<file path="src/hdl/itoa_pkg.sv">
`default_nettype none
// ----------------------------------------------------------------------------
// itoa_pkg
// Shared types, constants and the microcode table of the integer to ASCII
// converter.
// ----------------------------------------------------------------------------
package itoa_pkg;

    // Field widths fixed by the interface.
    localparam int VALUE_W = 64;
    localparam int RADIX_W = 6;
    localparam int CHAR_W  = 8;
    localparam int LEN_W   = 7;

    // Default digit limit.
    localparam int MAX_DIGITS_DEF = 64;

    // Divider: quotient bits produced per cycle, and divider chunks per digit.
    localparam int DIV_BITS   = 8;
    localparam int DIV_CHUNKS = VALUE_W / DIV_BITS;
    localparam int CHUNK_W    = $clog2(DIV_CHUNKS);

    // Radix limits and character codes.
    localparam logic [RADIX_W-1:0] RADIX_MIN = 6'd2;
    localparam logic [RADIX_W-1:0] RADIX_MAX = 6'd36;
    localparam logic [RADIX_W-1:0] RADIX_DEC = 6'd10;
    localparam logic [CHAR_W-1:0]  CHAR_ZERO  = 8'h30;
    localparam logic [CHAR_W-1:0]  CHAR_ALPHA = 8'h41;
    localparam logic [CHAR_W-1:0]  CHAR_MINUS = 8'h2D;
    localparam logic [RADIX_W-1:0] DIGIT_TEN  = 6'd10;

    // Microprogram step counter.
    localparam int PC_W = 3;

    // Datapath operations.
    typedef enum logic [2:0] {
        OP_WAIT     = 3'd0,
        OP_DIV_INIT = 3'd1,
        OP_DIV_STEP = 3'd2,
        OP_STORE    = 3'd3,
        OP_SIGN     = 3'd4,
        OP_READ     = 3'd5,
        OP_EMIT     = 3'd6,
        OP_NOP      = 3'd7
    } op_t;

    // Jump conditions.
    typedef enum logic [2:0] {
        COND_NEVER       = 3'd0,
        COND_ALWAYS      = 3'd1,
        COND_NOT_START   = 3'd2,
        COND_CHUNK_MORE  = 3'd3,
        COND_MORE_DIGITS = 3'd4,
        COND_NOT_LAST    = 3'd5
    } cond_t;

    // One control word.
    typedef struct packed {
        op_t             op;
        cond_t           cond;
        logic [PC_W-1:0] target;
    } ucode_t;

    // Status returned from the datapath to the sequencer.
    typedef struct packed {
        logic chunk_more;
        logic more_digits;
        logic not_last;
    } status_t;

    // Step addresses.
    localparam logic [PC_W-1:0] PC_IDLE = 3'd0;
    localparam logic [PC_W-1:0] PC_DIVI = 3'd1;
    localparam logic [PC_W-1:0] PC_DIVS = 3'd2;
    localparam logic [PC_W-1:0] PC_STOR = 3'd3;
    localparam logic [PC_W-1:0] PC_SIGN = 3'd4;
    localparam logic [PC_W-1:0] PC_READ = 3'd5;
    localparam logic [PC_W-1:0] PC_EMIT = 3'd6;
    localparam logic [PC_W-1:0] PC_DONE = 3'd7;

    // The microprogram. A jump is taken when its condition holds, otherwise
    // the step counter moves to the next word.
    function automatic ucode_t ucode_rom(input logic [PC_W-1:0] pc);
        ucode_t w;
        case (pc)
            PC_IDLE: w = '{op: OP_WAIT,     cond: COND_NOT_START,   target: PC_IDLE};
            PC_DIVI: w = '{op: OP_DIV_INIT, cond: COND_NEVER,       target: PC_IDLE};
            PC_DIVS: w = '{op: OP_DIV_STEP, cond: COND_CHUNK_MORE,  target: PC_DIVS};
            PC_STOR: w = '{op: OP_STORE,    cond: COND_MORE_DIGITS, target: PC_DIVI};
            PC_SIGN: w = '{op: OP_SIGN,     cond: COND_NEVER,       target: PC_IDLE};
            PC_READ: w = '{op: OP_READ,     cond: COND_NEVER,       target: PC_IDLE};
            PC_EMIT: w = '{op: OP_EMIT,     cond: COND_NOT_LAST,    target: PC_READ};
            PC_DONE: w = '{op: OP_NOP,      cond: COND_ALWAYS,      target: PC_IDLE};
            default: w = '{op: OP_NOP,      cond: COND_ALWAYS,      target: PC_IDLE};
        endcase
        return w;
    endfunction

    // Digit value to its ASCII character.
    function automatic logic [CHAR_W-1:0] ascii_of_digit(input logic [RADIX_W-1:0] d);
        logic [CHAR_W-1:0] c;
        if (d < DIGIT_TEN)
            c = CHAR_ZERO + {2'b00, d};
        else
            c = CHAR_ALPHA + {2'b00, d - DIGIT_TEN};
        return c;
    endfunction

endpackage
`default_nettype wire

</file>
<file path="src/hdl/itoa_useq.sv">
`default_nettype none
// ----------------------------------------------------------------------------
// itoa_useq
// Microprogram sequencer: step counter, control word table and jump logic.
// ----------------------------------------------------------------------------
module itoa_useq
    import itoa_pkg::*;
(
    input  wire logic    clk,
    input  wire logic    rst_n,
    input  wire logic    start,
    input  wire status_t status,
    output ucode_t       ctrl,
    output logic         busy
);

    logic [PC_W-1:0] pc_reg;
    logic [PC_W-1:0] pc_next;
    logic            take;

    // Fetch the control word for the current step.
    assign ctrl = ucode_rom(pc_reg);
    assign busy = (pc_reg != PC_IDLE);

    // Evaluate the jump condition.
    always_comb
    begin
        case (ctrl.cond)
            COND_NEVER:       take = 1'b0;
            COND_ALWAYS:      take = 1'b1;
            COND_NOT_START:   take = !start;
            COND_CHUNK_MORE:  take = status.chunk_more;
            COND_MORE_DIGITS: take = status.more_digits;
            COND_NOT_LAST:    take = status.not_last;
            default:          take = 1'b1;
        endcase
        pc_next = take ? ctrl.target : pc_reg + 1'b1;
    end

    // Step counter.
    always_ff @(posedge clk or negedge rst_n)
    begin
        if (!rst_n)
            pc_reg <= PC_IDLE;
        else
            pc_reg <= pc_next;
    end

endmodule
`default_nettype wire

</file>
<file path="src/hdl/itoa_datapath.sv">
`default_nettype none
// ----------------------------------------------------------------------------
// itoa_datapath
// Magnitude register, radix divider, digit store and output register,
// all driven by the control word of the sequencer.
// ----------------------------------------------------------------------------
module itoa_datapath
    import itoa_pkg::*;
#(
    parameter int MAX_DIGITS = MAX_DIGITS_DEF
)
(
    input  wire logic                      clk,
    input  wire logic                      rst_n,
    input  wire ucode_t                    ctrl,
    input  wire logic                      start,
    input  wire logic signed [VALUE_W-1:0] value,
    input  wire logic [RADIX_W-1:0]        radix,
    output status_t                        status,
    output logic                           strobe,
    output logic [CHAR_W-1:0]              character,
    output logic                           last,
    output logic [LEN_W-1:0]               length
);

    localparam int AW = $clog2(MAX_DIGITS);
    localparam int CW = $clog2(MAX_DIGITS + 1);
    localparam logic [CW-1:0] COUNT_LIMIT = CW'(MAX_DIGITS);
    localparam logic [CHUNK_W-1:0] CHUNK_LAST = CHUNK_W'(DIV_CHUNKS - 1);

    // Working registers.
    logic [VALUE_W-1:0] mag_reg;
    logic [VALUE_W-1:0] mag_next;
    logic [RADIX_W-1:0] rad_reg;
    logic [RADIX_W-1:0] rem_reg;
    logic [RADIX_W-1:0] rem_next;
    logic [CHUNK_W-1:0] chunk_reg;
    logic [CW-1:0]      count_reg;
    logic [CW-1:0]      idx_reg;
    logic               neg_reg;
    logic [RADIX_W-1:0] rd_reg;

    // Output register.
    logic               strobe_reg;
    logic [CHAR_W-1:0]  character_reg;
    logic               last_reg;
    logic [LEN_W-1:0]   length_reg;

    // Digit store.
    logic [RADIX_W-1:0] digit_mem [MAX_DIGITS];

    logic               load;
    logic [RADIX_W-1:0] rad_in;
    logic               neg_in;
    logic [CW-1:0]      count_inc;
    logic [CW:0]        total;
    logic [AW-1:0]      rd_addr;

    assign load = (ctrl.op == OP_WAIT) && start;

    // Radix clamp and sign decision for a new item.
    always_comb
    begin
        if (radix < RADIX_MIN)
            rad_in = RADIX_MIN;
        else if (radix > RADIX_MAX)
            rad_in = RADIX_MAX;
        else
            rad_in = radix;
        neg_in = (rad_in == RADIX_DEC) && value[VALUE_W-1];
    end

    // Restoring division by the radix, DIV_BITS quotient bits per cycle.
    always_comb
    begin
        logic [RADIX_W:0]   trial;
        logic [VALUE_W-1:0] m;
        logic [RADIX_W-1:0] r;
        m = mag_reg;
        r = rem_reg;
        for (int i = 0; i < DIV_BITS; i++)
        begin
            trial = {r, m[VALUE_W-1]};
            if (trial >= {1'b0, rad_reg})
            begin
                trial = trial - {1'b0, rad_reg};
                m     = {m[VALUE_W-2:0], 1'b1};
            end
            else
            begin
                m     = {m[VALUE_W-2:0], 1'b0};
            end
            r = trial[RADIX_W-1:0];
        end
        mag_next = m;
        rem_next = r;
    end

    assign count_inc = count_reg + 1'b1;
    assign total     = {1'b0, count_reg} + {{CW{1'b0}}, neg_reg};
    assign rd_addr   = AW'(idx_reg - 1'b1);

    // Status for the jump conditions.
    assign status.chunk_more  = (chunk_reg != CHUNK_LAST);
    assign status.more_digits = (mag_reg != '0) && (count_inc != COUNT_LIMIT);
    assign status.not_last    = (idx_reg != CW'(1));

    // Control registers.
    always_ff @(posedge clk or negedge rst_n)
    begin
        if (!rst_n)
        begin
            chunk_reg  <= '0;
            count_reg  <= '0;
            idx_reg    <= '0;
            neg_reg    <= 1'b0;
            strobe_reg <= 1'b0;
        end
        else
        begin
            strobe_reg <= 1'b0;
            case (ctrl.op)
                OP_WAIT:
                begin
                    if (load)
                    begin
                        neg_reg   <= neg_in;
                        count_reg <= '0;
                    end
                end
                OP_DIV_INIT: chunk_reg <= '0;
                OP_DIV_STEP: chunk_reg <= chunk_reg + 1'b1;
                OP_STORE:    count_reg <= count_inc;
                OP_SIGN:
                begin
                    idx_reg    <= count_reg;
                    strobe_reg <= neg_reg;
                end
                OP_READ:     ;
                OP_EMIT:
                begin
                    idx_reg    <= idx_reg - 1'b1;
                    strobe_reg <= 1'b1;
                end
                default:     ;
            endcase
        end
    end

    // Payload registers.
    always_ff @(posedge clk)
    begin
        case (ctrl.op)
            OP_WAIT:
            begin
                if (load)
                begin
                    rad_reg <= rad_in;
                    mag_reg <= neg_in ? (VALUE_W'(0) - VALUE_W'(value)) : VALUE_W'(value);
                end
            end
            OP_DIV_INIT: rem_reg <= '0;
            OP_DIV_STEP:
            begin
                mag_reg <= mag_next;
                rem_reg <= rem_next;
            end
            OP_STORE:    digit_mem[count_reg[AW-1:0]] <= rem_reg;
            OP_SIGN:
            begin
                character_reg <= CHAR_MINUS;
                last_reg      <= 1'b0;
                length_reg    <= '0;
            end
            OP_READ:     rd_reg <= digit_mem[rd_addr];
            OP_EMIT:
            begin
                character_reg <= ascii_of_digit(rd_reg);
                last_reg      <= (idx_reg == CW'(1));
                length_reg    <= (idx_reg == CW'(1)) ? LEN_W'(total) : '0;
            end
            default:     ;
        endcase
    end

    assign strobe    = strobe_reg;
    assign character = character_reg;
    assign last      = last_reg;
    assign length    = length_reg;

endmodule
`default_nettype wire

</file>
<file path="src/hdl/integer_to_ascii_radix.sv">
`default_nettype none
// ----------------------------------------------------------------------------
// integer_to_ascii_radix
// Converts a 64-bit integer to ASCII text in radix 2 to 36, one character
// per result, most significant character first.
// ----------------------------------------------------------------------------
// An item is taken when start is high and busy is low; busy then stays high
// until the whole text has been sent. Each character appears for exactly one
// cycle with strobe high and must be captured then, since there is no way to
// hold results back. A '-' leads negative values in radix 10 only; any other
// radix reads the value as unsigned. The radix is clamped to 2..36. The last
// character has last set and carries the total length. For each digit, the
// sequencer initialises the radix divider, steps it until the digit is done
// (eight quotient bits per cycle), and writes the remainder to the digit
// store. A sign step follows; then each digit is read back from the digit
// store and sent, most significant first, and one closing step completes
// the item.
// ----------------------------------------------------------------------------
module integer_to_ascii_radix
    import itoa_pkg::*;
#(
    parameter int MAX_DIGITS = MAX_DIGITS_DEF
)
(
    input  wire logic                      clk,
    input  wire logic                      rst_n,
    input  wire logic                      start,
    output logic                           busy,
    input  wire logic signed [VALUE_W-1:0] value,
    input  wire logic [RADIX_W-1:0]        radix,
    output logic                           strobe,
    output logic [CHAR_W-1:0]              character,
    output logic                           last,
    output logic [LEN_W-1:0]               length
);

    ucode_t  ctrl;
    status_t status;

    // Microprogram sequencer.
    itoa_useq u_useq (
        .clk    (clk),
        .rst_n  (rst_n),
        .start  (start),
        .status (status),
        .ctrl   (ctrl),
        .busy   (busy)
    );

    // Divider, digit store and output register.
    itoa_datapath #(
        .MAX_DIGITS (MAX_DIGITS)
    ) u_datapath (
        .clk       (clk),
        .rst_n     (rst_n),
        .ctrl      (ctrl),
        .start     (start),
        .value     (value),
        .radix     (radix),
        .status    (status),
        .strobe    (strobe),
        .character (character),
        .last      (last),
        .length    (length)
    );

endmodule
`default_nettype wire
</file>
<file path="config.mk">
export PLATFORM = sky130hd
export DESIGN_NAME = integer_to_ascii_radix
export DESIGN_NICKNAME = d
export VERILOG_FILES = /design/src/hdl/itoa_pkg.sv /design/src/hdl/itoa_useq.sv /design/src/hdl/itoa_datapath.sv /design/src/hdl/integer_to_ascii_radix.sv
export SDC_FILE = /design/constraint.sdc
export NUM_CORES = 1
export LEC_CHECK = 0
export BUFFER_PORTS_ARGS = -buffer_cell sky130_fd_sc_hd__buf_2
export CAP_MARGIN = 20
export CORE_UTILIZATION = 55
export DETAILED_ROUTE_END_ITERATION = 6
export PLACE_DENSITY_LB_ADDON = 0.2
export SYNTH_ARGS = -nofsm -noshare
export SYNTH_HDL_FRONTEND = slang
export SYNTH_SLANG_ARGS = --single-unit
</file>
<file path="constraint.sdc">
create_clock -name clk -period 27.7 [get_ports clk]
set_clock_uncertainty 0.2 [all_clocks]
set_input_delay 2.77 -clock clk [delete_from_list [all_inputs] [get_ports clk]]
set_output_delay 2.77 -clock clk [all_outputs]
set_load 0.02 [all_outputs]
</file>
* Yosys cells after proc, flatten, opt, wreduce, memory -nomap -nowiden
Memories as Yosys holds them, arrays and structs flattened. A register that Yosys moved wholly into a read port is not among the register bits.
Cells that the tools add are included.
** Storage, ports and cells
- Bits in registers :: 114
- Bits in writable memories :: 384
- Bits in read-only memories :: 72
- Input port bits :: 73
- Output and inout port bits :: 18
- Word-level logic and storage cells :: 109
- Memories :: 2
** Operators by class
- Add/sub/neg operators :: 17
- $lt $le $gt $ge :: 11
- Eq/ne operators :: 16
- Mux-type cells :: 36
- Reductions and logical operators :: 15
** Memories
- u_datapath.digit_mem :: depth 64, bits a word 6, read ports 1, clocked after Yosys merged registers in 1, write ports 1, RTL line itoa_datapath.sv:50 : logic [RADIX_W-1:0] digit_mem [MAX_DIGITS];
- (no name shown) :: depth 8, bits a word 9, read ports 1, clocked after Yosys merged registers in 0, write ports 0, RTL line itoa_pkg.sv:85 : case (pc)
** Operator list (count)
- 2-to-1 mux 64 bit :: 2
- case mux 64 bit (2 select lines) :: 1
- nonzero test 64 bit :: 1
- subtractor 1 x 64 -> 64 bit (first input constant) :: 1
- 2-to-1 mux 6 bit :: 10
- >= comparator 7 x 6 -> 1 bit :: 8
- subtractor 6 bit :: 8
- case mux 7 bit (2 select lines) :: 3
- case mux 8 bit (2 select lines) :: 1
- equality test 3 bit (second input constant) :: 5
- 2-to-1 mux 7 bit :: 2
- equality test 3 x 2 -> 1 bit (second input constant) :: 4
- case mux 6 bit (2 select lines) :: 1
- 2-to-1 mux 1 bit :: 10
- adder 7 x 6 -> 8 bit (first input constant) :: 1
- 2-to-1 mux 8 bit :: 1
- nonzero test 2 bit :: 4
- adder 6 x 6 -> 7 bit (first input constant) :: 1
- adder 7 x 1 -> 7 bit :: 1
- adder 7 x 1 -> 7 bit (second input constant) :: 1
- equality test 7 x 1 -> 1 bit (second input constant) :: 1
- != test 7 x 1 -> 1 bit (second input constant) :: 1
- != test 7 bit (second input constant) :: 1
- subtractor 7 x 1 -> 7 bit (second input constant) :: 1
- 18 further kinds :: 25

* Depth between registers and ports, before layout
Gate-level depths: netlist (run 1).
- Depth after elaboration :: 17
- Mapped depth :: 75
- Depth with buffers taken out :: 74

* Hierarchy
From an unflattened synthesis (run 1), not the netlist that was laid out.
** Second synthesis, totals
- Cells, all modules :: 1696
- Area, all modules :: 24578.6 um^2
** Modules (own cells, without submodules)
- itoa_datapath :: times used 1, cells each 1654, area each 24260.8 um^2, seq. area each 14949.3 um^2
- itoa_useq :: times used 1, cells each 42, area each 317.8 um^2, seq. area each 75.1 um^2

* Least setup slack after synthesis (run 1)
OpenSTA, ideal clock, no wires.
- Path type :: register to register
- From :: register u_datapath.rem_reg[3]
- To :: register u_datapath.rem_reg[0], data pin
- Library setup time :: 261 ps
- Data arrival time :: 15685 ps
- Data required time :: 27239 ps
- Path slack :: 11554 ps
- Cell stages (with the launch flop) :: 72
- Path buffers :: 3
- Clock period less this slack :: 16146 ps
- Cell sequence :: edfxtp_1 > ha_1 > buf_6 > a21o_1 > a211o_1 > a21oi_4 > mux2_2 > inv_1 > ha_1 > or3b_2 > o2111ai_1 > a21oi_1 > a221oi_4 > buf_2 > mux2_2 > ha_1 > a211oi_1 > nand2_1 > (+36 left out) > ha_1 > nor2b_1 > o21ai_0 > nand2b_1 > a21o_1 > a21o_1 > a211oi_1 > o221a_2 > o21ai_4 > mux2i_1 > ha_1 > a21oi_1 > o21bai_1 > a21o_1 > a21oi_1 > o21ai_0 > a21o_1 > o311a_1
** On the way
- Cells in the longest elaborated chain, start to end :: 17
- Elaborated cells on any way between the ends :: 24
- Classes of those cells :: 7 x add/sub; 8 x order compare; 9 x mux
** RTL lines
- start: declaration :: RTL line itoa_datapath.sv:35 : logic [RADIX_W-1:0] rem_reg;
- start signal: assignment :: RTL line itoa_datapath.sv:166 : rem_reg <= rem_next;
- subtractor 6 bit / >= comparator 7 x 6 -> 1 bit (equally long branches) :: RTL line itoa_datapath.sv:86, itoa_datapath.sv:84
- 2-to-1 mux 6 bit * :: RTL line itoa_datapath.sv:84 : if (trial >= {1'b0, rad_reg})
- subtractor 6 bit / >= comparator 7 x 6 -> 1 bit (equally long branches) :: RTL line itoa_datapath.sv:86, itoa_datapath.sv:84
- 2-to-1 mux 6 bit * :: RTL line itoa_datapath.sv:84
- >= comparator 7 x 6 -> 1 bit / subtractor 6 bit (equally long branches) :: RTL line itoa_datapath.sv:84, itoa_datapath.sv:86
- 2-to-1 mux 6 bit * :: RTL line itoa_datapath.sv:84
- subtractor 6 bit / >= comparator 7 x 6 -> 1 bit (equally long branches) :: RTL line itoa_datapath.sv:86, itoa_datapath.sv:84
- 2-to-1 mux 6 bit * :: RTL line itoa_datapath.sv:84
- subtractor 6 bit / >= comparator 7 x 6 -> 1 bit (equally long branches) :: RTL line itoa_datapath.sv:86, itoa_datapath.sv:84
- 2-to-1 mux 6 bit * :: RTL line itoa_datapath.sv:84
- subtractor 6 bit / >= comparator 7 x 6 -> 1 bit (equally long branches) :: RTL line itoa_datapath.sv:86, itoa_datapath.sv:84
- 2-to-1 mux 6 bit * :: RTL line itoa_datapath.sv:84
- subtractor 6 bit / >= comparator 7 x 6 -> 1 bit (equally long branches) :: RTL line itoa_datapath.sv:86, itoa_datapath.sv:84
- 2-to-1 mux 6 bit * :: RTL line itoa_datapath.sv:84
- >= comparator 7 x 6 -> 1 bit * :: RTL line itoa_datapath.sv:84
- 2-to-1 mux 6 bit * :: RTL line itoa_datapath.sv:84
- case mux 6 bit (2 select lines) * :: RTL line itoa_datapath.sv:153 : case (ctrl.op)
Mark *: on every way between the ends. The rest lies on a longest branch, timed or not.
A chain may end at the register's enable or synchronous reset.

* Final worst setup path (run 1)
- From :: register u_datapath.rad_reg[1]
- To :: register u_datapath.rem_reg[0], data pin
** On the way
- Cells in the longest elaborated chain, start to end :: 17
- Elaborated cells on any way between the ends :: 24
- Classes of those cells :: 7 x add/sub; 8 x order compare; 9 x mux
** RTL lines
- start: declaration :: RTL line itoa_datapath.sv:34 : logic [RADIX_W-1:0] rad_reg;
- start signal: assignment :: RTL line itoa_datapath.sv:158 : rad_reg <= rad_in;
- subtractor 6 bit / >= comparator 7 x 6 -> 1 bit (equally long branches) :: RTL line itoa_datapath.sv:86, itoa_datapath.sv:84
- 2-to-1 mux 6 bit :: RTL line itoa_datapath.sv:84
- subtractor 6 bit / >= comparator 7 x 6 -> 1 bit (equally long branches) :: RTL line itoa_datapath.sv:86, itoa_datapath.sv:84
- 2-to-1 mux 6 bit :: RTL line itoa_datapath.sv:84
- subtractor 6 bit / >= comparator 7 x 6 -> 1 bit (equally long branches) :: RTL line itoa_datapath.sv:86, itoa_datapath.sv:84
- 2-to-1 mux 6 bit :: RTL line itoa_datapath.sv:84
- subtractor 6 bit / >= comparator 7 x 6 -> 1 bit (equally long branches) :: RTL line itoa_datapath.sv:86, itoa_datapath.sv:84
- 2-to-1 mux 6 bit :: RTL line itoa_datapath.sv:84
- subtractor 6 bit / >= comparator 7 x 6 -> 1 bit (equally long branches) :: RTL line itoa_datapath.sv:86, itoa_datapath.sv:84
- 2-to-1 mux 6 bit :: RTL line itoa_datapath.sv:84
- >= comparator 7 x 6 -> 1 bit / subtractor 6 bit (equally long branches) :: RTL line itoa_datapath.sv:84, itoa_datapath.sv:86
- 2-to-1 mux 6 bit :: RTL line itoa_datapath.sv:84
- subtractor 6 bit / >= comparator 7 x 6 -> 1 bit (equally long branches) :: RTL line itoa_datapath.sv:86, itoa_datapath.sv:84
- 2-to-1 mux 6 bit :: RTL line itoa_datapath.sv:84
- >= comparator 7 x 6 -> 1 bit * :: RTL line itoa_datapath.sv:84
- 2-to-1 mux 6 bit * :: RTL line itoa_datapath.sv:84
- case mux 6 bit (2 select lines) * :: RTL line itoa_datapath.sv:153
Marks and branches as above.

==> results of run 1 <==
-- cells in the final DEF, fill, tap and decap left out, types with 24 or more instances in the layout --
cell type	Yosys	final
sky130_fd_sc_hd__clkbuf_16	0	50
sky130_fd_sc_hd__nor2_1	133	133
sky130_fd_sc_hd__nand2_1	125	125
sky130_fd_sc_hd__mux4_2	126	126
sky130_fd_sc_hd__edfxtp_1	482	482
sky130_fd_sc_hd__o21ai_0	114	113
sky130_fd_sc_hd__inv_1	58	58
sky130_fd_sc_hd__xor2_1	36	36
sky130_fd_sc_hd__nor4_1	29	28
sky130_fd_sc_hd__buf_2	1	90
sky130_fd_sc_hd__nand3_1	24	24
sky130_fd_sc_hd__nor3_1	26	26
sky130_fd_sc_hd__xnor2_1	62	60
sky130_fd_sc_hd__a21oi_1	68	68
sky130_fd_sc_hd__ha_1	65	64
-- routing by layer --
metal  vias to the layer above  track usage
li1                       6784            -
met1                      7434       0.3352
met2                       533       0.4177
met3                        99      0.04028
met4                         0      0.08202
met5                         -            0
-- stage by stage --
step | util | std cells | power (W) | instance area, sq um
5_1_grt | 0.6190 | 2422 | 0.001571 | 27310
4_1_cts | 0.6189 | 2421 | 0.001539 | 27310
2_1_floorplan | - | 1701 | 0.0008485 | 24570
6_report | 0.6190 | 2423 | 0.001530 | 27310
3_3_place_gp | 0.5814 | 2328 | 0.0008605 | 25650
3_5_place_dp | 0.5814 | 2328 | 0.0008610 | 25650
-- report_power, final --
group,internal [W],switching [W]
clock,0.000399,0.000286
combinational,0.00000908,0.0000120
sequential,0.000824,0
-- area by class of cell --
class                      instances  area share
sequential                       504      0.5502
inverter                          58    0.007970
tap                              592     0.02712
clock buffer                      60     0.04718
antenna                            1  0.00009161
timing repair buffer             106     0.02080
multi-input combinational       1069      0.3332
clock inverter                    33     0.01342
-- worst min-delay path by stage --
stage / cells after the start / startpoint / to / slack, ns
after floorplan: 1 / u_datapath.chunk_reg[0] / u_datapath.chunk_reg[0] / 0.27
after global placement: 1 / u_datapath.chunk_reg[0] / u_datapath.chunk_reg[0] / 0.29
after detailed placement: 1 / u_datapath.chunk_reg[1] / u_datapath.chunk_reg[1] / 0.30
after CTS: 1 / u_datapath.chunk_reg[0] / u_datapath.chunk_reg[0] / 0.31
after global routing: 1 / u_datapath.chunk_reg[0] / u_datapath.chunk_reg[0] / 0.36
final: 1 / u_datapath.chunk_reg[0] / u_datapath.chunk_reg[0] / 0.31
-- kinds of logic after synthesis --
| logic type | after synthesis | synth area share |
|---|---|---|
| AO/OA/AOI/OAI | 289 | 0.07394 |
| AND/OR/NAND/NOR | 447 | 0.08835 |
| adder cells (fa/ha/maj) | 74 | 0.04002 |
| multiplexers | 161 | 0.1311 |
| XOR/XNOR | 98 | 0.03493 |
| flip-flops | 504 | 0.6115 |
| buffers and inverters | 128 | 0.02022 |
==> metrics.md, run 1 <==
| Metric | Value |
|---|---|
| Vias per Instance | 6.129 |
| Top cells by area, synth | sky130_fd_sc_hd__edfxtp_1, sky130_fd_sc_hd__mux4_2, sky130_fd_sc_hd__ha_1 |
| Cell type contributing the most total cell area after synthesis | sky130_fd_sc_hd__edfxtp_1 |
| Share of layout cells above drive strength 1 | 0.1978 |
| # Max-Cap Violations | 0 |
| Post-detail-place hpwl | 37,260 microns |
| Routed length on met3 | 3075 microns |
| Number of primary I/O pins | 91 |
| Stages on the worst setup path | 69 |
| WP data arrival | 18.44 ns |
| Antenna violations before repair | 0 |
| Filler cell count in the final layout | 3,342 |
| Termination of the worst setup path | u_datapath.rem_reg[0] |
| Avg Synthesized Cell Area | 14.45 sq um |
| DR top layer | met4 |
| Post-DR wirelength/cell | 22.79 microns |
| Mapped Area | 24,570 sq um |
| Maximum number of pins on one net before global-route repair | 110 |
| Drt initial violations | about 1,200 |
| Clock buffer count from CTS | 50 |
| CTS tree | yes |
| Starting utilization of the core area | 0.5569 |
| Total Wirelength | 55,220 microns |
| Dominant cell by count in the synthesized netlist | sky130_fd_sc_hd__edfxtp_1 |
| Number of global-route vias before repair | 14,450 |
| Post-synthesis to final-layout area growth | 11.17% |
| Slowest-stage cell, CP | sky130_fd_sc_hd__edfxtp_1 |
| Pre-CTS setup slack | around 9.5 ns |
| Die ar. | 45,520 sq um |
| Class of the most critical hold timing path | reg -> reg |
| Synth cell types | 81 |
| Worst reg2reg path endpoint | u_datapath.rem_reg[0] |
| Critical path type | reg -> reg |
| Number of clock sinks | 504 |
| Clock slew seen by the registers of the worst setup and hold paths | 0.06 ns |
| Source-to-sink clock delay at the later pin of the worst-skew pair | 0.60 ns |
| Count of mapped cells out of synthesis | 1,701 |
| Area of combinational cells with multiple inputs | 9102 sq um |
| CP Max Fanout | 15 |
| Detailed-route wire length on metal 1 | about 23,000 microns |
| R2R Setup Slk | 9.41 ns |
| Power density of the placed cells | 56.00 nW/um^2 |
| Post-synth top area share | 0.5891 |
| Count of flip-flops with a built-in enable after synthesis | around 480 |
| Leading register cell type out of synthesis | sky130_fd_sc_hd__edfxtp_1 |
| Placeable Area | 44,120 sq um |
| Placement Rows | 77 |
| Flip-flop and latch count after synthesis | a little over 500 |
| Flip-flop count of the largest register, all copies and words added | 384 |
| Leakage | 8.951 nW |
| Unrepaired setup endpoints after global routing | no |
| R2r worst-path depth | 69 |
| Setup tns final | 0 ns |
| Synth warn | 0 |
| Type of origin of the critical path | flop |
| Placer congestion estimate | 0.8795 |
| Fin crit share | 0.6605 |
| Number of buffers inserted by port buffering | 90 |
| Post-CTS setup buffer count | 0 |
| Quantity of hold-fixing buffers added after cts | 0 |
| Capturing element type of the critical path | flop |
| CTS H-Tree Depth | 2 |
| Actual transition at the worst max-transition pin | 1.080 ns |
| Slew margin rel. | 0.2763 |
| Most frequent cells after synthesis | sky130_fd_sc_hd__edfxtp_1, sky130_fd_sc_hd__nor2_1, sky130_fd_sc_hd__mux4_2, sky130_fd_sc_hd__nand2_1, sky130_fd_sc_hd__o21ai_0 |
| Drt drc | 0 |
| Met2 routed wirelength | 27,650 microns |
| Launch instance of the worst register-to-register path | u_datapath.rad_reg[1] |
| Worst vdd rail ir drop | 57.77 uV |
| PostCTS Resize Cnt | 0 |
| Floorplan die height | approximately 210 microns |
| Achievable clock frequency | 54.66 MHz |
| Worst hold slack | 0.3100 ns |
| Number of hold violations in the final report | 0 |
| Setup violation total in the final timing report | 0 |
| Syn_nets | 1,847 |
| Wire length of the first global-routing pass | 84,700 microns |
| Die span in x | 213.4 microns |
| Largest buffer count on any clock path | 3 |
| Fraction of synthesis flops using an asynchronous set or reset pin | 0.04365 |
| Clock tree root buffer cell | sky130_fd_sc_hd__clkbuf_16 |
| Gate family responsible for the most delay along the worst path | compound AO/OA/AOI/OAI gates |
| Period minus WS final | 18.29 ns |
| Startpoint of the worst setup timing path | u_datapath.rad_reg[1] |
| Count of vias placed by the detailed router | 14,850 |
| First drt pass iteration count | 6 |
| Req. time, crit path | ~28 ns |
| FF+latch area | 15,030 sq um |
| Final-report max-slew violation count | 0 |
| Final global-route overflow total | 0 |
| Setup slack after layout | 9.405 ns |
| Delay of the slowest critical-path stage | approximately 0.70 ns |
| Result of the run | finished, final reports clean |
| Global-route usage over all layers | 0.2495 |
| Cell occurring most often along the worst timing path | sky130_fd_sc_hd__ha_1 |
| Sequential fraction of the synthesis area | 0.6115 |
| Count of antenna-violating nets left after detailed routing | 0 |
| Number of nets at the end of the flow | 1,935 |
| Buffers & Inverters on Critical Path | 6 |
(Power assumes the default switching activity.)
==> inputs of run 2 (changes only) <==
==> constraint.sdc (replaced) <==
create_clock -name clk -period 17.6 [get_ports clk]
set_clock_uncertainty 0.2 [all_clocks]
set_input_delay 1.76 -clock clk [delete_from_list [all_inputs] [get_ports clk]]
set_output_delay 1.76 -clock clk [all_outputs]
set_load 0.02 [all_outputs]
==> run 2 against run 1 <==
Net effect:
- combinational power up 57%
- sequential cell count unchanged
- setup slack worse by 8.3 ns
- power up 55%
- utilization up 0.10 points
- worst hold slack worse by 0.015 ns
==> metrics.md, run 2 (synthesis results as in run 1) <==
| Metric | Value |
|---|---|
| Clock slew seen by the registers of the worst setup and hold paths | around 0.060 ns |
| Number of buffers inserted by port buffering | 90 |
| DR top layer | met5 |
| Starting utilization of the core area | 0.5569 |
| Pre-CTS setup slack | between 0.6 and 0.7 ns |
| Worst vdd rail ir drop | 66.56 uV |
| Slew margin rel. | 0.2900 |
| Leakage | 8.969 nW |
| Routed length on met3 | 2752 microns |
| Type of origin of the critical path | flop |
| Antenna violations before repair | 1 |
| Cell occurring most often along the worst timing path | sky130_fd_sc_hd__ha_1 |
| Post-detail-place hpwl | 36,950 microns |
| Detailed-route wire length on metal 1 | roughly 23,000 microns |
| Setup violation total in the final timing report | 0 |
| Die ar. | 45,520 sq um |
| Flip-flop count of the largest register, all copies and words added | roughly 380 |
| Achievable clock frequency | about 61 MHz |
| Final-report max-slew violation count | 0 |
| PostCTS Resize Cnt | 0 |
| Global-route usage over all layers | 0.2498 |
| Endpoint, Worst Hold | u_datapath.chunk_reg[0] |
| Placeable Area | 44,120 sq um |
| Quantity of hold-fixing buffers added after cts | 0 |
| Filler cell count in the final layout | 3,325 |
| Critical path type | reg -> reg |
| Drt drc | 0 |
| Met2 routed wirelength | between 20,000 and 30,000 microns |
| FF+latch area | around 15,000 sq um |
| # Max-Cap Violations | 0 |
| Post-synthesis to final-layout area growth | 11.36% |
| Largest buffer count on any clock path | 3 |
| Worst hold slack | 0.2951 ns |
| R2R Setup Slk | 1.14 ns |
| Final global-route overflow total | 0 |
| Placer congestion estimate | 0.8807 |
| Fin crit share | 0.9354 |
| Number of primary I/O pins | 91 |
| Post-DR wirelength/cell | 22.84 microns |
| Result of the run | finished, final reports clean |
| Slowest-stage cell, CP | sky130_fd_sc_hd__or3b_2 |
| Clock tree root buffer cell | sky130_fd_sc_hd__clkbuf_16 |
| Wire length of the first global-routing pass | 85,330 microns |
| Share of layout cells above drive strength 1 | 0.2023 |
| Number of hold violations in the final report | 0 |
| Count of antenna-violating nets left after detailed routing | 0 |
| Power density of the placed cells | 86.39 nW/um^2 |
| Area of combinational cells with multiple inputs | 9135 sq um |
| Placement Rows | a little under 80 |
| Final core utilization | 0.6201 |
| R2r worst-path depth | 71 |
| Die span in x | 213.4 microns |
| WP data arrival | 16.58 ns |
| Period minus WS final | 16.46 ns |
| CTS tree | yes |
| CP Max Fanout | 13 |
| First drt pass iteration count | 7 |
| Post-CTS setup buffer count | 0 |
| Vias per Instance | ~6 |
| Total Wirelength | approximately 56,000 microns |
| Worst reg2reg path endpoint | u_datapath.rem_reg[0] |
| Capturing element type of the critical path | flop |
| Floorplan die height | around 210 microns |
| Hold-critical path depth | 1 |
| ANT cells | 0 |
| Commonest non-fill, non-tap cells in the layout | sky130_fd_sc_hd__edfxtp_1, sky130_fd_sc_hd__nor2_1, sky130_fd_sc_hd__mux4_2, sky130_fd_sc_hd__nand2_1, sky130_fd_sc_hd__o21ai_0 |
| Number of clock sinks | just over 500 |
| Clock buffer count from CTS | between 50 and 60 |
| Actual transition at the worst max-transition pin | approximately 1.1 ns |
| Number of global-route vias before repair | 14,660 |
| Count of vias placed by the detailed router | 14,830 |
| CTS H-Tree Depth | 2 |
| Maximum number of pins on one net before global-route repair | 110 |
| Number of nets at the end of the flow | 1,944 |
| Req. time, crit path | between 15 and 20 ns |
| Source-to-sink clock delay at the later pin of the worst-skew pair | 0.58 ns |
| Class of the most critical hold timing path | reg -> reg |
| Most common cell after layout, fill and taps aside | sky130_fd_sc_hd__edfxtp_1 |
| Drt initial violations | 1,224 |
| Power Total | between 0.002 and 0.0025 W |
| Hold_sp | u_datapath.chunk_reg[0] |
| Setup slack after layout | 1.137 ns |
| Launch instance of the worst register-to-register path | u_datapath.rad_reg[2] |
| Delay of the slowest critical-path stage | between 0.4 and 0.5 ns |
## run 2: per-stage QoR
step,cell area [sq um],std cells,setup TNS [ns]
3_5_place_dp,25700,2335,0
3_3_place_gp,25700,2335,0
2_1_floorplan,24570,1701,0
4_1_cts,27300,2429,0
5_1_grt,27360,2431,-0.0008757
6_report,27360,2431,0
## run 2: how the worst max path moves through the flow
stage,end,slack [ns],start,cells past startpoint
global route,u_datapath.rem_reg[2],-0.0009,u_datapath.rad_reg[2],70
floorplan,u_datapath.rem_reg[0],1.45,u_datapath.rem_reg[3],71
CTS,u_datapath.rem_reg[0],0.56,u_datapath.rad_reg[2],70
finish,u_datapath.rem_reg[0],1.14,u_datapath.rad_reg[2],71
detailed placement,u_datapath.rem_reg[0],0.64,u_datapath.rad_reg[2],70
global placement,u_datapath.rem_reg[0],0.97,u_datapath.rad_reg[2],70
## run 2: power by group
group / leakage [nW] / switching, W / internal (W) / total [W]
registers: 4.57 / 0 / 0.00130 / 0.00130
clock network: 0.779 / 0.000439 / 0.000595 / 0.00103
logic: 3.62 / 0.0000187 / 0.0000143 / 0.0000330
## run 2: final cells by class
type | instances | share of cell area
timing repair buffer | 114 | 0.02350
clock buffer | 71 | 0.05209
clock inverter | 23 | 0.006128
multi-input combinational | 1069 | 0.3339
tap | 592 | 0.02707
inverter | 58 | 0.008094
sequential | 504 | 0.5493
## run 2: routing by layer
layer | global-route usage | vias to the layer above
li1 | - | 6794
met1 | 0.3380 | 7490
met2 | 0.4300 | 461
met3 | 0.03398 | 82
met4 | 0.06059 | 2
met5 | 0 | -
## run 2: worst max-delay path: cells and delay by family, from the launching register on
| family | cells | cell delay (ns) |
|---|---|---|
| AOI/OAI and AO/OA | 39 | 8.69 |
| DFF | 1 | 0.37 |
| and+or+nand+nor | 9 | 1.68 |
| buffers and inverters | 8 | 1.02 |
| muxes | 7 | 2.02 |
| adders and majority gates | 8 | 2.23 |
==> inputs of run 3 (changes only) <==
--- a/config.mk
+++ b/config.mk
@@ -12,4 +12,5 @@
 export PLACE_DENSITY_LB_ADDON = 0.2
 export SYNTH_ARGS = -nofsm -noshare
 export SYNTH_HDL_FRONTEND = slang
+export SYNTH_HIERARCHICAL = 1
 export SYNTH_SLANG_ARGS = --single-unit
==> run 3 against run 2 <==
Net effect:
- cell area grew 0.18%
- non-clock buffer count grew 4
- sequential power about the same
- clock power barely moved
- global-route usage up 0.24 points
- setup slack worse by 0.23 ns
- critical path depth is 1 lower
- critical path type unchanged
==> metrics.md, run 3 <==
| Metric | Value |
|---|---|
| Quantity of hold-fixing buffers added after cts | 0 |
| R2R Setup Slk | 0.90 ns |
| CTS H-Tree Depth | 2 |
| Achievable clock frequency | 59.89 MHz |
| Post-detail-place hpwl | 37,060 microns |
| Antenna violations before repair | 0 |
| Syn_nets | 1,836 |
| First drt pass iteration count | 7 |
| Final-report max-slew violation count | 0 |
| Worst vdd rail ir drop | 70.09 uV |
| Floorplan die height | 213.3 microns |
| Post-DR wirelength/cell | 23.02 microns |
| Hold_sp | u_datapath/chunk_reg[2] |
| Cell area after placement | 25,670 sq um |
| Fin crit share | 0.9487 |
| Clock buffer count from CTS | slightly above 50 |
| Count of antenna-violating nets left after detailed routing | 0 |
| Total Wirelength | roughly 56,000 microns |
| Setup violation total in the final timing report | 0 |
| Count of vias placed by the detailed router | 14,760 |
| Hold-critical path depth | 1 |
| Placeable Area | 44,120 sq um |
| Routed length on met3 | 3538 microns |
| Placement Rows | 77 |
| ANT cells | 0 |
| Area of combinational cells with multiple inputs | 9130 sq um |
| Filler cell count in the final layout | 3,301 |
| # Max-Cap Violations | 0 |
| CP Max Fanout | 11 |
| Synth warn | 6 |
| Avg Synthesized Cell Area | 14.52 sq um |
| Class of the most critical hold timing path | reg -> reg |
| Flip-flop count of the largest register, all copies and words added | 384 |
| Final global-route overflow total | 0 |
| Slew margin rel. | 0.2641 |
| Die span in x | 213.3 microns |
| Req. time, crit path | ~18 ns |
| Actual transition at the worst max-transition pin | approximately 1.1 ns |
| Met2 routed wirelength | between 20,000 and 30,000 microns |
| Mapped Area | 24,550 sq um |
| Number of global-route vias before repair | 14,620 |
| Clock tree root buffer cell | sky130_fd_sc_hd__clkbuf_16 |
| CTS tree | yes |
| Number of clock sinks | 504 |
| Period minus WS final | 16.70 ns |
| Result of the run | finished, final reports clean |
| Largest buffer count on any clock path | 3 |
| Power density of the placed cells | 86.86 nW/um^2 |
| Starting utilization of the core area | 0.5565 |
| Setup tns final | 0 ns |
| Endpoint, Worst Hold | u_datapath/chunk_reg[2] |
| Source-to-sink clock delay at the later pin of the worst-skew pair | 0.59 ns |
| Critical path type | reg -> reg |
| Startpoint of the worst setup timing path | u_datapath/rad_reg[2] |
| Number of buffers inserted by port buffering | 90 |
| Vias per Instance | between 6 and 7 |
| Number of nets at the end of the flow | between 1,500 and 2,000 |
| Type of origin of the critical path | flop |
| Share of layout cells above drive strength 1 | 0.2052 |
| Post-synthesis to final-layout area growth | 11.63% |
| Worst reg2reg path endpoint | u_datapath/rem_reg[5] |
| Drt initial violations | 1,172 |
| Delay of the slowest critical-path stage | between 0.4 and 0.5 ns |
| Unrepaired setup endpoints after global routing | no |
| WP data arrival | 16.82 ns |
| Leakage | 9.284 nW |
| Maximum number of pins on one net before global-route repair | around 100 |
| Number of hold violations in the final report | 0 |
| R2r worst-path depth | 70 |
| Capturing element type of the critical path | flop |
| Placer congestion estimate | 0.8748 |
| Commonest non-fill, non-tap cells in the layout | sky130_fd_sc_hd__edfxtp_1, sky130_fd_sc_hd__nor2_1, sky130_fd_sc_hd__mux4_2, sky130_fd_sc_hd__nand2_1, sky130_fd_sc_hd__o21ai_0 |
| Number of primary I/O pins | 91 |
| Drt drc | 0 |
| DR top layer | met4 |
| Global-route usage over all layers | 0.2522 |
| Count of mapped cells out of synthesis | ~1,700 |
| Detailed-route wire length on metal 1 | 22,620 microns |
| Clock slew seen by the registers of the worst setup and hold paths | 0.07 ns |
| Layout Cell Area excl Fill | 27,410 sq um |
| Slowest-stage cell, CP | sky130_fd_sc_hd__a2111oi_4 |
| Launch instance of the worst register-to-register path | u_datapath/rad_reg[2] |
| Most common cell after layout, fill and taps aside | sky130_fd_sc_hd__edfxtp_1 |
| Die ar. | 45,490 sq um |
| FF+latch area | ~15,000 sq um |
| Wire length of the first global-routing pass | 85,090 microns |
[run 3: critical path: cells and delay by family, from the launching register on]
kind	cells	cell delay, ns
AOI/OAI and AO/OA	32	7.99
adders and majority gates	8	2.19
buffers and inverters	7	0.61
DFF	1	0.35
muxes	9	2.99
and+or+nand+nor	14	2.14
[run 3: metrics by stage]
step / setup WS, ns / std cells / util / power [W] / hold WS [ns]
2_1_floorplan: 1.433 / 1691 / - / 0.001329 / 0.2677
3_3_place_gp: 0.5073 / 2327 / 0.5818 / 0.001347 / 0.2900
3_5_place_dp: -0.1124 / 2327 / 0.5818 / 0.001347 / 0.2981
4_1_cts: 0.1368 / 2419 / 0.6193 / 0.002398 / 0.3148
5_1_grt: 0.01526 / 2424 / 0.6212 / 0.002447 / 0.3452
6_report: 0.9031 / 2424 / 0.6212 / 0.002381 / 0.3067
[run 3: power breakdown]
part           switching (W)  internal [W]  leakage [nW]
logic              0.0000162     0.0000121          3.82
clock network       0.000449      0.000609         0.794
registers      0.00000000928       0.00129          4.67
total               0.000466       0.00192          9.28
[run 3: cell type report]
type,instances,area share
Inverter,56,0.007669
Timing Repair Buffer,118,0.02410
Tap cell,592,0.02702
Sequential cell,504,0.5483
Clock buffer,62,0.04957
Multi-Input combinational cell,1063,0.3331
Clock inverter,29,0.01027
[run 3: what timing repair did]
| action | 4_1_cts | 5_1_grt |
|---|---|---|
| cloned | 0 | 0 |
| pin swaps | 0 | 2 |
| buffers inserted | 1 | 4 |
| setup endpoints to repair | 7 | 7 |
| gates resized for setup | 1 | 9 |
[run 3: layer usage]
layer | vias to the layer above | track usage
met4 | 0 | 0.09458
met2 | 549 | 0.4258
met5 | - | 0
li1 | 6751 | -
met1 | 7363 | 0.3296
met3 | 99 | 0.04030
[run 3: worst max path at each step]
stage                     cells after the start  slack [ns]                    end
final                                        70        0.90  u_datapath/rem_reg[5]
after CTS                                    69        0.14  u_datapath/rem_reg[5]
after global routing                         72        0.02  u_datapath/rem_reg[1]
after global placement                       69        0.51  u_datapath/rem_reg[3]
after floorplan                              73        1.43  u_datapath/rem_reg[1]
after detailed placement                     69       -0.11  u_datapath/rem_reg[5]
